### src/hw/rtl/lphm_mul.sv
`timescale 1ns / 1ps
// ----------------------------------------------------------------------------
// lphm_mul
// Shared 32x32 multiplier with registered 64-bit product.
// ----------------------------------------------------------------------------
module lphm_mul (
    input  logic        i_clk,
    input  logic [31:0] i_a,
    input  logic [31:0] i_b,
    output logic [63:0] o_p
);

    logic [63:0] r_p;

    always_ff @(posedge i_clk) begin
        r_p <= 64'(i_a) * 64'(i_b);
    end

    assign o_p = r_p;

endmodule

### config.mk
export PLATFORM = sky130hd
export DESIGN_NAME = lphm_mul
export DESIGN_NICKNAME = d
export VERILOG_FILES = /design/src/hw/rtl/lphm_mul.sv
export SDC_FILE = /design/constraint.sdc
export NUM_CORES = 2
export LEC_CHECK = 0
export BUFFER_PORTS_ARGS = -buffer_cell sky130_fd_sc_hd__buf_4
export CAP_MARGIN = 20
export CORE_MARGIN = 1
export CORE_UTILIZATION = 35
export CTS_CLUSTER_DIAMETER = 150
export DETAILED_ROUTE_END_ITERATION = 10
export PLACE_DENSITY = 0.55
export SLEW_MARGIN = 25
export SYNTH_ARGS = -nofsm -noshare
export SYNTH_HDL_FRONTEND = slang
export SYNTH_SLANG_ARGS = --single-unit
### constraint.sdc
create_clock -name i_clk -period 9.35 [get_ports i_clk]
set_input_delay 1.87 -clock i_clk [delete_from_list [all_inputs] [get_ports i_clk]]
set_output_delay 1.87 -clock i_clk [all_outputs]
set_load 0.02 [all_outputs]
Word-level counts from Yosys, hierarchy flattened
Index checks and enable logic that the tools add are counted.
{"block": "totals", "elab_cells": 2, "inputBits": 65, "ff_bits": 64}
{"block": "classes", "mul": 1}
{"cell": "32-bit by 32-bit multiplier with 64-bit output", "n": 1}

Logic depth before layout (Yosys ltp)
{"block": "depth", "ltp_word": 1, "mapped_depth": 29, "depth_no_buf": 27}

Worst setup path before layout
No wires, ideal clock.
{"block": "synth_path", "path_type": "input to register", "startpoint": "input port i_a[25]", "endpoint": "register r_p[62] (netlist: o_p[62])", "setup_ns": 0.072, "t_arrival_ns": 8.551, "path_stages": 25, "n_path_buf": 2, "t_required_ns": 9.278, "setup_slack_ns": 0.727, "cell_sequence": "clkbuf_1 nand2_1 fa_1 inv_1 fa_1 inv_1 fa_1 inv_1 fa_1 fa_1 fa_1 fa_1 inv_1 fa_1 inv_1 ha_1 buf_2 nand4_1 or4_1 or3_1 a31oi_1 a31o_2 a211oi_1 o21ai_1 xor2_1"}
{"block": "synth_via", "elab_chain_cells": 1}
{"element": "start: declaration", "line": "8", "rtl": "input logic [31:0] i_a,"}
{"element": "32-bit by 32-bit multiplier with 64-bit output", "line": "16", "rtl": "r_p <= 64'(i_a) * 64'(i_b);"}
{"element": "end signal: assignment", "line": "16"}
{"element": "end: declaration", "line": "13", "rtl": "logic [63:0] r_p;"}
Every way passes these cells.

Worst setup path in the final report
{"block": "layout_path", "startpoint": "input port i_a[15]", "endpoint": "register r_p[62] (netlist: o_p[62])"}
Same word-level chain as after synthesis.

==> metrics.md <==
| Metric | Value |
|---|---|
| Status | complete, no violations |
| Post-route ant nets | 0 |
| Gr usage total | just over 20% |
| Number of global-route vias before repair | about 27000 |
| DRC Markers | 0 |
| Initial core utilization | between 30% and 40% |
| WP buf/inv | 7 |
| Commonest non-fill, non-tap cell in the layout | fa_1 |
| DR iter-0 viols | around 1100 |
| Type of origin of the critical path | primary input |
| Non-Filler Instances | a little over 5000 |
| Hold Crit Depth | 2 |
| Max reg flops | 64 |
| Hold path endpoint | o_p[0] |
| Clk slew on worst S/H paths | about 0.06 ns |
| Avg Cell Area, Syn | slightly above 9 um^2 |
| CP max stage delay | roughly 0.66 ns |
| Crit path time final | approximately 8.9 ns |
| WS Path Type | in2reg |
| First-pass GRT wire length | 156000 um |
| Area grow syn2layout | 7.87% |
| Die area | about 100000 um^2 |
| Most frequent CP cell | fa_1 |
| Hold Crit Start | i_b[0] |
| WP data required | ~9.6 ns |
| Max_cap viols | 0 |
| Dpl cells | roughly 5000 |
| Ys flop type | dfxtp_1 |
| Synth async-reset ratio | 0% |
| RSZ-0062 raised after global routing | false |
| Max Slew Vio Count | 0 |
| Routability congestion estimate | 0.864 |
| GRT overflow | 0 |
| Post-CTS Setup Inserts | 0 |
| Post-synth EDFFs | 0 |
| Nets | approximately 5000 |
| Setup crit end kind | register |
| Vias per inst | 4.88 |
| Final Hold Fails | 0 |
| Max Root-Sink Buffers | 2 |
| Final Setup Violations | 0 |
| Per-cell routed wire length | slightly below 20 um |
| Post-synth cell types | 57 |
| CTS root buf | clkbuf_16 |
| Least-Margin Pin Slew | a little over 0.6 ns |
| Hold Buf Count CTS | 0 |
| Via count | roughly 25000 |
| Most frequent cells in the layout | fa_1, inv_1, and2_1, nand2_1, ha_1 |
| PostCTS Resize Cnt | 0 |
| Share of layout cells above drive strength 1 | roughly 6.4% |
| Hold WC Path Type | in2reg |
| Post-synthesis register bit count | 64 |
| Ports | ~130 |
| Synth warn | 0 |
| H-tree Lvls | 3 |
| CTS Sinks | 64 |
| DR pass1 iterations | 5 |
| Die Wd | 317 um |
| Row cnt | roughly 120 |
| Period utilisation layout | between 90% and 100% |
| CTS tree | built |
| # port buffers | around 130 |
| Largest net degree at the start of global routing | 33 |
| Final WL | approximately 99000 um |
| Synth Instances | 3748 |
| Die Y | around 320 um |
| Top delay family on crit path | adder cells |
| Syn Nets | 4972 |
| Fmax | 0.113 GHz |
| Setup TNS | 0 ns |
| Core ar. | ~98000 um^2 |
| Number of buffers created by CTS | 9 |
| Post-synthesis sequential area ratio | approximately 3.7% |
| Data arrival, critical path | slightly above 9 ns |
| Synthesized cell area | between 30000 and 40000 um^2 |
| Relative slew slack | about three fifths |
| HPWL Detailed | 83400 um |
| Critical-path maximum fanout | 18 |
| Initial antenna violation count | 4 |
| CP max-delay cell | fa_1 |
## how the worst max path moves through the flow
stage               startpoint       to  cells after the start
global route            i_b[7]  o_p[62]                     26
floorplan              i_a[25]  o_p[62]                     25
finish                 i_a[15]  o_p[62]                     25
detailed placement     i_b[10]  o_p[62]                     22
CTS                    i_b[10]  o_p[62]                     22
global placement        i_b[8]  o_p[62]                     25
## synth_stat cells, types with 3 or more instances
cell type | number | area share (%)
or4_1 | 3 | 0.065
a221oi_4 | 3 | 0.23
a21oi_1 | 63 | 0.91
nand3_1 | 10 | 0.14
inv_1 | 865 | 9.4
ha_1 | 263 | 9.5
o21ai_0 | 21 | 0.30
or3_1 | 3 | 0.054
o221ai_1 | 3 | 0.076
a211oi_1 | 3 | 0.065
or2_2 | 3 | 0.054
nor3_1 | 7 | 0.10
a221o_1 | 4 | 0.12
clkbuf_1 | 213 | 2.3
a21boi_1 | 3 | 0.065
o21a_1 | 9 | 0.19
nor2_1 | 20 | 0.22
and2_1 | 602 | 11
xnor2_1 | 35 | 0.88
o21ai_1 | 5 | 0.072
fa_1 | 896 | 52
nand2_1 | 480 | 5.2
o21bai_1 | 10 | 0.22
o31ai_4 | 3 | 0.18
and4_1 | 3 | 0.076
xor2_1 | 25 | 0.63
and3_1 | 14 | 0.25
a31oi_1 | 12 | 0.22
a21o_1 | 40 | 0.87
a21oi_2 | 3 | 0.076
dfxtp_1 | 64 | 3.7
nand4_1 | 23 | 0.41
buf_2 | 6 | 0.087
## layout make-up
type / instances / area, um^2
fill: 10100 / 60900
clock inverter: 6 / 115
tap: 1287 / 1610
sequential: 64 / 1280
timing repair buffer: 206 / 1580
clock buffer: 10 / 239
inverter: 865 / 3250
antenna: 5 / 12.5
multi-input combinational: 2599 / 29300
## cell families (layout without fill, tap and decap cells)
kind of cell               after synthesis  count (layout)  synth area share, %
AOI/OAI and AO/OA                      202             202                 4.15
xor gates and xnor gates                60              60                 1.52
adders and majority gates             1159            1159                 61.2
buffers and inverters                 1085            1087                 11.8
DFF                                     64              64                 3.69
muxes                                    1               1               0.0289
other                                    0               5                    0
and+or+nand+nor                       1177            1177                 17.6
## metrics by stage
step	cell area (um^2)	setup WS (ns)	utilization, %	hold WS (ns)
finish	37400	0.492	38.1	2.02
detailed placement	37000	0.150	37.7	2.28
global route	37400	0.142	38.0	2.02
CTS	37400	0.524	38.0	2.00
floorplan	34700	0.727	-	2.00
global placement	37000	0.245	37.7	2.28
## layer usage
metal	wire length, um	vias up	track usage, %
met2	53500	578	38.6
met5	31	-	0
met3	3410	158	1.81
met4	4240	4	7.60
met1	37700	13000	24.4
li1	-	10900	-
Power is not shown: default switching activity piles up to over one toggle a cycle in this logic, so the estimate is an artifact.
